File: src/tmsa_pkg.sv
// Shared types, register codes and the bit-spread function of the Morton swizzle address block.
package tmsa_pkg;

    // Coordinate width of the pixel fields.
    localparam int unsigned COORD_BITS = 12;
    localparam int unsigned ADDR_BITS  = 32;
    localparam int unsigned STRIDE_BITS = 16;
    localparam int unsigned LOG2_BITS  = 4;
    localparam int unsigned MODE_BITS  = 2;
    localparam int unsigned MORTON_BITS = 2 * COORD_BITS;

    // APB port geometry: six 32-bit registers at byte offsets 4*i.
    localparam int unsigned APB_ADDR_W = 5;
    localparam int unsigned APB_DATA_W = 32;
    localparam int unsigned REG_IDX_W  = 3;

    // Register indexes.
    localparam logic [REG_IDX_W-1:0] REG_SOURCE_BASE     = 3'd0;
    localparam logic [REG_IDX_W-1:0] REG_TARGET_BASE     = 3'd1;
    localparam logic [REG_IDX_W-1:0] REG_WIDTH_LOG2      = 3'd2;
    localparam logic [REG_IDX_W-1:0] REG_HEIGHT_LOG2     = 3'd3;
    localparam logic [REG_IDX_W-1:0] REG_PIXEL_SIZE_MODE = 3'd4;
    localparam logic [REG_IDX_W-1:0] REG_ROW_STRIDE      = 3'd5;

    // Pixel size codes.
    localparam logic [MODE_BITS-1:0] PIX_SIZE_1B   = 2'd0;
    localparam logic [MODE_BITS-1:0] PIX_SIZE_2B   = 2'd1;
    localparam logic [MODE_BITS-1:0] PIX_SIZE_4B   = 2'd2;
    localparam logic [MODE_BITS-1:0] PIX_SIZE_RSVD = 2'd3;

    typedef struct packed {
        logic [COORD_BITS-1:0] pixel_x;
        logic [COORD_BITS-1:0] pixel_y;
    } pixel_in_t;

    typedef struct packed {
        logic [ADDR_BITS-1:0] read_address;
        logic [ADDR_BITS-1:0] write_address;
        logic                 outside_texture;
    } addr_out_t;

    typedef struct packed {
        logic [ADDR_BITS-1:0]   source_base;
        logic [ADDR_BITS-1:0]   target_base;
        logic [LOG2_BITS-1:0]   width_log2;
        logic [LOG2_BITS-1:0]   height_log2;
        logic [MODE_BITS-1:0]   pixel_size_mode;
        logic [STRIDE_BITS-1:0] row_stride;
    } cfg_t;

    // Place bit i of v at bit 2i.
    function automatic logic [MORTON_BITS-1:0] spread_bits(input logic [COORD_BITS-1:0] v);
        logic [MORTON_BITS-1:0] r;
        r = '0;
        for (int i = 0; i < COORD_BITS; i++) begin
            r[2*i] = v[i];
        end
        return r;
    endfunction

endpackage

File: src/tmsa_cfg_regs.sv
// APB configuration register file of the Morton swizzle address block.
module tmsa_cfg_regs (
    input  logic                                aclk,
    input  logic                                aresetn,
    input  logic                                psel,
    input  logic                                penable,
    input  logic                                pwrite,
    input  logic [tmsa_pkg::APB_ADDR_W-1:0]     paddr,
    input  logic [tmsa_pkg::APB_DATA_W-1:0]     pwdata,
    output logic [tmsa_pkg::APB_DATA_W-1:0]     prdata,
    output logic                                pready,
    output tmsa_pkg::cfg_t                      cfg
);

    tmsa_pkg::cfg_t                  cfg_reg;
    tmsa_pkg::cfg_t                  cfg_next;
    logic [tmsa_pkg::REG_IDX_W-1:0]  reg_idx;
    logic                            wr_en;

    assign pready  = 1'b1;
    assign reg_idx = paddr[tmsa_pkg::APB_ADDR_W-1:2];
    assign wr_en   = psel && penable && pwrite;

    // Decode the write into the addressed register; drop writes beyond the list.
    always_comb begin
        cfg_next = cfg_reg;
        if (wr_en) begin
            unique case (reg_idx)
                tmsa_pkg::REG_SOURCE_BASE:     cfg_next.source_base = pwdata;
                tmsa_pkg::REG_TARGET_BASE:     cfg_next.target_base = pwdata;
                tmsa_pkg::REG_WIDTH_LOG2:
                    cfg_next.width_log2 = pwdata[tmsa_pkg::LOG2_BITS-1:0];
                tmsa_pkg::REG_HEIGHT_LOG2:
                    cfg_next.height_log2 = pwdata[tmsa_pkg::LOG2_BITS-1:0];
                tmsa_pkg::REG_PIXEL_SIZE_MODE:
                    cfg_next.pixel_size_mode = pwdata[tmsa_pkg::MODE_BITS-1:0];
                tmsa_pkg::REG_ROW_STRIDE:
                    cfg_next.row_stride = pwdata[tmsa_pkg::STRIDE_BITS-1:0];
                default: ;
            endcase
        end
    end

    // Read back the addressed register.
    always_comb begin
        unique case (reg_idx)
            tmsa_pkg::REG_SOURCE_BASE:     prdata = cfg_reg.source_base;
            tmsa_pkg::REG_TARGET_BASE:     prdata = cfg_reg.target_base;
            tmsa_pkg::REG_WIDTH_LOG2:      prdata = 32'(cfg_reg.width_log2);
            tmsa_pkg::REG_HEIGHT_LOG2:     prdata = 32'(cfg_reg.height_log2);
            tmsa_pkg::REG_PIXEL_SIZE_MODE: prdata = 32'(cfg_reg.pixel_size_mode);
            tmsa_pkg::REG_ROW_STRIDE:      prdata = 32'(cfg_reg.row_stride);
            default:                       prdata = '0;
        endcase
    end

    always_ff @(posedge aclk) begin
        if (!aresetn) begin
            cfg_reg <= '0;
        end else begin
            cfg_reg <= cfg_next;
        end
    end

    assign cfg = cfg_reg;

endmodule

File: src/tmsa_addr_calc.sv
// Combinational source and Morton destination address computation for one pixel.
module tmsa_addr_calc (
    input  tmsa_pkg::cfg_t      cfg,
    input  tmsa_pkg::pixel_in_t pix,
    output tmsa_pkg::addr_out_t res
);

    localparam int unsigned PROD_BITS = tmsa_pkg::STRIDE_BITS + tmsa_pkg::COORD_BITS;

    logic [1:0]                         size_shift;
    logic [tmsa_pkg::LOG2_BITS-1:0]     side;
    logic [tmsa_pkg::COORD_BITS-1:0]    lmask;
    logic [tmsa_pkg::COORD_BITS-1:0]    tile;
    logic [tmsa_pkg::MORTON_BITS-1:0]   morton;
    logic [tmsa_pkg::ADDR_BITS-1:0]     tile_base;
    logic [tmsa_pkg::ADDR_BITS-1:0]     elem;
    logic [PROD_BITS-1:0]               row_off;
    logic                               outside;

    // Saturate the reserved size code to four bytes.
    always_comb begin
        unique case (cfg.pixel_size_mode)
            tmsa_pkg::PIX_SIZE_1B:   size_shift = 2'd0;
            tmsa_pkg::PIX_SIZE_2B:   size_shift = 2'd1;
            tmsa_pkg::PIX_SIZE_4B:   size_shift = 2'd2;
            tmsa_pkg::PIX_SIZE_RSVD: size_shift = 2'd2;
            default:                 size_shift = 2'd2;
        endcase
    end

    // Flag coordinates with bits at or above the configured log2 size.
    assign outside = ((pix.pixel_x >> cfg.width_log2) != '0) ||
                     ((pix.pixel_y >> cfg.height_log2) != '0);

    // Tile side is the shorter edge; tiles run along the longer edge.
    assign side  = (cfg.width_log2 < cfg.height_log2) ? cfg.width_log2 : cfg.height_log2;
    assign lmask = ~({tmsa_pkg::COORD_BITS{1'b1}} << side);
    assign tile  = (cfg.width_log2 > cfg.height_log2) ? (pix.pixel_x >> side)
                                                      : (pix.pixel_y >> side);

    // Interleave local x on even bits and local y on odd bits.
    assign morton = (tmsa_pkg::spread_bits(pix.pixel_y & lmask) << 1) |
                    tmsa_pkg::spread_bits(pix.pixel_x & lmask);

    // Tile bits sit above bit 2*side and the Morton bits below, so OR is the sum.
    assign tile_base = tmsa_pkg::ADDR_BITS'(tile) << {side, 1'b0};
    assign elem      = tile_base | tmsa_pkg::ADDR_BITS'(morton);

    assign row_off = PROD_BITS'(cfg.row_stride) * PROD_BITS'(pix.pixel_y);

    always_comb begin
        res.read_address    = cfg.source_base + tmsa_pkg::ADDR_BITS'(row_off) +
                              (tmsa_pkg::ADDR_BITS'(pix.pixel_x) << size_shift);
        res.write_address   = outside ? '0 : cfg.target_base + (elem << size_shift);
        res.outside_texture = outside;
    end

endmodule

File: src/texture_morton_swizzle_address.sv
// Path: an accepted item passes the input register, then the output register, to its result on m_valid.
// Throughput: one item per cycle; s_ready drops only while both registers hold stalled items.
// The single stage of address logic between the registers sets that rate.
// Reset (aresetn low, synchronous) clears all configuration registers and both valid flags.
// Top level of the Morton swizzle address block: APB config, input register, output register.
module texture_morton_swizzle_address (
    input  logic                              aclk,
    input  logic                              aresetn,
    input  logic                              psel,
    input  logic                              penable,
    input  logic                              pwrite,
    input  logic [tmsa_pkg::APB_ADDR_W-1:0]   paddr,
    input  logic [tmsa_pkg::APB_DATA_W-1:0]   pwdata,
    output logic [tmsa_pkg::APB_DATA_W-1:0]   prdata,
    output logic                              pready,
    input  logic                              s_valid,
    output logic                              s_ready,
    input  tmsa_pkg::pixel_in_t               s_data,
    output logic                              m_valid,
    input  logic                              m_ready,
    output tmsa_pkg::addr_out_t               m_data
);

    tmsa_pkg::cfg_t      cfg;
    tmsa_pkg::pixel_in_t in_data_reg;
    logic                in_valid_reg;
    tmsa_pkg::addr_out_t calc_res;
    tmsa_pkg::addr_out_t out_data_reg;
    logic                out_valid_reg;
    logic                out_free;
    logic                in_free;

    tmsa_cfg_regs u_cfg (
        .aclk    (aclk),
        .aresetn (aresetn),
        .psel    (psel),
        .penable (penable),
        .pwrite  (pwrite),
        .paddr   (paddr),
        .pwdata  (pwdata),
        .prdata  (prdata),
        .pready  (pready),
        .cfg     (cfg)
    );

    tmsa_addr_calc u_calc (
        .cfg (cfg),
        .pix (in_data_reg),
        .res (calc_res)
    );

    // Each register takes a new item when empty or when its item moves on.
    assign out_free = !out_valid_reg || m_ready;
    assign in_free  = !in_valid_reg || out_free;
    assign s_ready  = in_free;

    // Hold control flags under reset.
    always_ff @(posedge aclk) begin
        if (!aresetn) begin
            in_valid_reg  <= 1'b0;
            out_valid_reg <= 1'b0;
        end else begin
            if (in_free) begin
                in_valid_reg <= s_valid;
            end
            if (out_free) begin
                out_valid_reg <= in_valid_reg;
            end
        end
    end

    // Advance payloads.
    always_ff @(posedge aclk) begin
        if (in_free && s_valid) begin
            in_data_reg <= s_data;
        end
        if (out_free && in_valid_reg) begin
            out_data_reg <= calc_res;
        end
    end

    assign m_valid = out_valid_reg;
    assign m_data  = out_data_reg;

    // An accepted item lands in the input register.
    assert property (@(posedge aclk) disable iff (!aresetn)
        s_valid && s_ready |=> in_valid_reg)
        else $error("accepted item not captured");

    // An item in the input register moves out when the output side is free.
    assert property (@(posedge aclk) disable iff (!aresetn)
        in_valid_reg && out_free |=> m_valid)
        else $error("item lost between stages");

    // An out-of-texture result carries a zero destination address.
    assert property (@(posedge aclk) disable iff (!aresetn)
        m_valid && m_data.outside_texture |-> m_data.write_address == '0)
        else $error("outside item with nonzero write address");

    // The input side is never blocked while the output register is empty.
    assert property (@(posedge aclk) disable iff (!aresetn)
        !out_valid_reg |-> s_ready)
        else $error("input stalled with empty output");

endmodule
File: config.mk
export PLATFORM = sky130hd
export DESIGN_NAME = texture_morton_swizzle_address
export DESIGN_NICKNAME = d
export VERILOG_FILES = /design/src/tmsa_pkg.sv /design/src/tmsa_cfg_regs.sv /design/src/tmsa_addr_calc.sv /design/src/texture_morton_swizzle_address.sv
export SDC_FILE = /design/constraint.sdc
export NUM_CORES = 1
export LEC_CHECK = 0
export ABC_CLOCK_PERIOD_IN_PS = 11350
export BUFFER_PORTS_ARGS = -buffer_cell sky130_fd_sc_hd__buf_2
export CELL_PAD_IN_SITES_DETAIL_PLACEMENT = 0
export CELL_PAD_IN_SITES_GLOBAL_PLACEMENT = 1
export CORE_MARGIN = 5
export CORE_UTILIZATION = 51
export DETAILED_ROUTE_END_ITERATION = 8
export GPL_TIMING_DRIVEN = 1
export PLACE_DENSITY = 0.95
export SLEW_MARGIN = 10
export SYNTH_ARGS = -nofsm -noshare
export SYNTH_HDL_FRONTEND = slang
export SYNTH_SLANG_ARGS = --single-unit
File: constraint.sdc
create_clock -name aclk -period 11.35 [get_ports aclk]
set_clock_uncertainty 0.1 [all_clocks]
set_input_delay 2.27 -clock aclk [delete_from_list [all_inputs] [get_ports aclk]]
set_output_delay 2.27 -clock aclk [all_outputs]
set_load 0.05 [all_outputs]
Word-level counts from Yosys, hierarchy flattened

Index checks and enable logic that the tools add are counted.
W data, S select, Z words.

Flip-flop bits (word level): 181
Input bits: 68
Output and inout port bits: 100

Add/sub/neg operators: 3
Multiply operators: 1
Magnitude comparators: 2
Equality and inequality tests: 8
Shift operators: 8
Mux-type cells: 4
Bitwise operators: 5
Reduce and logical (&&, ||, !) cells: 20

Operators with widths:

| cell                    | count |
|---|---|
| $pmux W32 S6            | 1 |
| $add A32 B32 Y32        | 2 |
| $shr A12 B4 Y12         | 4 |
| $add A32 B28 Y32        | 1 |
| $or A32 B24 Y32         | 1 |
| $shl A12 B2 Y32         | 1 |
| $shl A12 B5 Y32         | 1 |
| $shl A32 B2 Y32         | 1 |
| $mul A16 B12 Y28        | 1 |
| $and A12 B12 Y12        | 2 |
| $or A24 B23 Y24         | 1 |
| $reduce_bool A12 Y1     | 2 |
| $mux W12                | 1 |
| $not A12 Y12            | 1 |
| $reduce_and A2 Y1       | 6 |
| $shl A12 B4 Y12 const A | 1 |
| $eq A3 B2 Y1 const B    | 2 |
| $eq A3 B3 Y1 const B    | 2 |
| $pmux W2 S3             | 1 |
| $eq A2 B2 Y1 const B    | 2 |
| $gt A4 B4 Y1            | 1 |
| $logic_and A1 B1 Y1     | 4 |
| $lt A4 B4 Y1            | 1 |
| $mux W4                 | 1 |
| 7 further kinds         | 10 |

Depth between registers and ports, before layout

Depth after elaboration: 9
Depth in mapped cells: 27

Modules after synthesis

From an unflattened synthesis, not the netlist that was laid out.

Cell total of the unflattened synthesis: 2,085
Area total of the unflattened synthesis: 18,898.1 um2

By module, submodules not included:

| module                         | times used | cells an instance | area an instance (um2) | seq. area each (um2) |
|---|---|---|---|---|
| tmsa_addr_calc                 | 1          | 1,537             | 11,990.2               | 0.0 |
| tmsa_cfg_regs                  | 1          | 450               | 4,131.5                | 1,801.7 |
| texture_morton_swizzle_address | 1          | 98                | 2,776.4                | 2,712.6 |

Worst setup path after synthesis

Ideal clock, no wire load.

Path type: input-to-output
Start point: in paddr[2] in the netlist's numbering
End point: out prdata[0] in the netlist's numbering
Arrival time: 4.586 ns
Required time: 8.980 ns
Path slack: 4.394 ns
Stages: 7
Cell sequence: clkbuf_1 > clkbuf_1 > buf_1 > nand2_1 > nor2_1 > a31oi_1 > o21ai_0

Longest elaborated chain between the ends: 2
Elaborated cells between the ends (all ways): 7

RTL lines:

| element                                    | RTL line                             | source |
|---|---|---|
| start: declaration                         | texture_morton_swizzle_address.sv:12 | `input logic [tmsa_pkg::APB_ADDR_W-1:0] paddr,` |
| $eq A3 B3 Y1, or another cell as far along | tmsa_cfg_regs.sv:46                  | `unique case (reg_idx)` |
| $pmux W32 S6 *                             | tmsa_cfg_regs.sv:46                  |  |
| end: declaration                           | texture_morton_swizzle_address.sv:14 | `output logic [tmsa_pkg::APB_DATA_W-1:0] prdata,` |

Every way passes the cells marked *; elsewhere a longest branch is shown, timed or not.

==> metrics.cfg <==
[sta]
tightest_slew_ns=1.19
period_share_pct=65.4
setup_viol=0
setup_ws_ns=3.93
final.setup.tns_ns=0
drv_slew=0
whs_ns=0.388
relSlewSlack_pct=20.5
max_freq_mhz=135
hold_viol_final=0
rsz0062_at_grt=no
fin_crit_ns=7.42

[synthesis]
synthArstFlopShare_pct=0
synthAdderAreaFrac_pct=28.0
synth_area_leaders=fa_1 19%, edfxtp_1 14%, dfxtp_1 9.9%
synth_top_family_by_area=adder cells
seq_area_frac_synth_pct=24.3
synth_top_cell_by_area=fa_1
muxShareOfSynthArea_pct=2.56
synth_top_area_share_pct=19.4
synth-compound-area-share_pct=18.0
synth_area_mm2=0.0186
synth_cell_type_count=90
ys_warn_count=0
synth-edff-count=89
synth_cells=2114
synth-xor-area-share_pct=2.49
synth_ff_type=dfxtp_1
avgSynthCellArea_um2=8.80
synth_simple_gate_area_share_pct=17.4
ys_seq_elements=181

[cts]
cts_root_buf=clkbuf_16
htree_levels=4
clkLatencyLatePin_ns=0.46
clk_pin_slew_worst_paths_ns=0.08
holdBufCountCts=0
postCtsSetupBuffers=0
cts_max_path_buffers=2
cts.sinks=181
cts_tree=done
cts_made_buffers=17
cts_resized=0

[worst_setup_path]
cp.required_ns=11.47
max_stage_delay_ns=0.99
critPathMaxFanout=21
slowest_stage=edfxtp_1
cp-start-kind=register
cp.arrival_ns=7.54
cp_cell_sequence=nand2_1, fa_1, fa_1, inv_1, fa_1, fa_1, fa_1, inv_1, fa_1, inv_1, ha_1, and3_1, a31o_2, a21oi_1, o31a_1, o21ai_1, a221oi_1, o21ai_1, a21o_1, a21oi_1, xnor2_1
critPathKind=register to register
cp-end-kind=register
crit_path_frequent_cell=fa_1

[routing]
dr_wl_met3_mm=4.56
drt_first_iter_violations=1194
routed_wl_mm=55.8
dr.pass1.iters=6
vias=15787
avgRoutedWirePerCell_um=20.8
viasPerCell=5.87
drc_errors=0
top_layer=met5
route.met2.wl_mm=25.7
routedLengthMet1_mm=23.6
route.antenna.remaining_nets=0

[finish]
largest_reg_flops=90
seqCellArea_mm2=0.00451
drive_gt1_share_pct=11.5
fill_cells=3257
multi_input_area_mm2=0.0128
final_nets=2581
area_growth_pct=9.50

[global_route]
antenna_found_initial=8
grtUsageTotal_pct=27.4
grt_pass1_vias=15573
grt_pass1_wl_mm=87.7
grt_max_degree=93
overflow=0

[place]
pre_cts_ws_ns=3.92
portBuffers=164
hpwl_mm=42.1
gp_congestion=0.956

[floorplanning]
start_util_pct=51.2
dieArea_mm2=0.0404
pin_count=168
die_w_um=201
num_rows=70
core_area_mm2=0.0363
fp.dieH_um=201

[power_and_ir_drop]
p_leak_uw=0.00951
total_power_uw=1630
cellPowerDensity_mw_per_mm2=79.8
ir_drop_uv=98.6

[hold_path]
hold_class=register to register

[run_status]
status=completed

[run]
max-cap-violations=0

## worst max-delay path: cells and delay by family, from the launching register on
family,cells,cell delay [ns]
simple gates,2,0.41
flops,1,0.99
buf+inv,3,0.16
xor+xnor,1,0.08
compound gates,8,2.05
fa+ha+maj,7,3.37
## layout make-up
| cell class | count | area share (%) |
|---|---|---|
| diodes | 4 | 0.0491 |
| clock buffers | 18 | 2.21 |
| clock inverters | 14 | 0.890 |
| inverters | 231 | 4.26 |
| multi-input cells | 1587 | 62.7 |
| flip-flops and latches | 181 | 22.2 |
| well taps | 468 | 2.87 |
| repair buffers | 186 | 4.84 |
## layer usage
metal	GRT usage (%)	vias up
met1	37.0	7723
met3	5.85	110
li1	-	7312
met5	0	-
met2	44.0	632
met4	9.46	10
## stage by stage
step | instances | cell area [um2] | util [%]
3_5_place_dp | 2653 | 19700 | 54.3
2_1_floorplan | 2119 | 18600 | -
6_report | 2689 | 20400 | 56.1
5_1_grt | 2686 | 20400 | 56.0
3_3_place_gp | 2653 | 19700 | 54.3
4_1_cts | 2685 | 20400 | 56.0
## cell usage in the layout, fill, tap and decap left out, types with 11 or more instances in the layout
cell type and count:
buf_2 164, ha_1 129, o21a_1 14, nand3_1 21, o21ai_0 50, a21o_1 44
buf_4 22, a22oi_1 12, xnor2_1 31, clkbuf_16 18, o21bai_1 11, a21oi_1 96
mux2i_1 43, edfxtp_1 89, a21boi_0 81, inv_1 229, a211oi_1 22, nor2_1 127
xor2_1 22, and2_1 109, nand2b_1 15, nand2_1 331, nor3_1 27, fa_1 180
a31oi_1 13, dfxtp_1 92, and3_1 23, a22o_1 20, nor2b_1 16
## logic make-up after synthesis
family | after synthesis
other | 2
and+or+nand+nor | 704
xor gates and xnor gates | 53
muxes | 47
adders and majority gates | 309
buffers and inverters | 351
AOI/OAI and AO/OA | 467
DFF | 181
## synth_stat cells (13+ instances only)
| cell type | count |
|---|---|
| nand2_1 | 331 |
| dfxtp_1 | 92 |
| mux2i_1 | 43 |
| and3_1 | 23 |
| fa_1 | 180 |
| xnor2_1 | 31 |
| a21oi_1 | 96 |
| nor2b_1 | 17 |
| o21ai_0 | 50 |
| nor2_1 | 127 |
| nor3_1 | 29 |
| inv_1 | 229 |
| nand3_1 | 21 |
| clkbuf_1 | 101 |
| and2_1 | 108 |
| nand2b_1 | 15 |
| xor2_1 | 22 |
| o21a_1 | 14 |
| edfxtp_1 | 89 |
| a31oi_1 | 13 |
| a21boi_0 | 81 |
| a211oi_1 | 22 |
| ha_1 | 129 |
| a22o_1 | 20 |
| a21o_1 | 44 |
## power by group
part	switching, uW	internal (uW)	leakage [uW]
Sequential	25.2	704	0.00160
Clock	316	332	0.000307
Combinational	168	79.9	0.00760
Total	509	1120	0.00951
## final timing paths
| path | from | to | slack, ns | cells after the start |
|---|---|---|---|---|
| min | u_cfg.cfg[69]$_SDFFE_PN0P_ | u_cfg.cfg[69]$_SDFFE_PN0P_ | 0.39 | 2 |
| max reg2reg | in_data_reg[3]$_DFFE_PP_ | m_data[62]$_DFFE_PP_ | 3.93 | 21 |
| max | in_data_reg[3]$_DFFE_PP_ | m_data[62]$_DFFE_PP_ | 3.93 | 21 |
| min reg2reg | u_cfg.cfg[69]$_SDFFE_PN0P_ | u_cfg.cfg[69]$_SDFFE_PN0P_ | 0.39 | 2 |
Power figures use the tool's default switching activity.
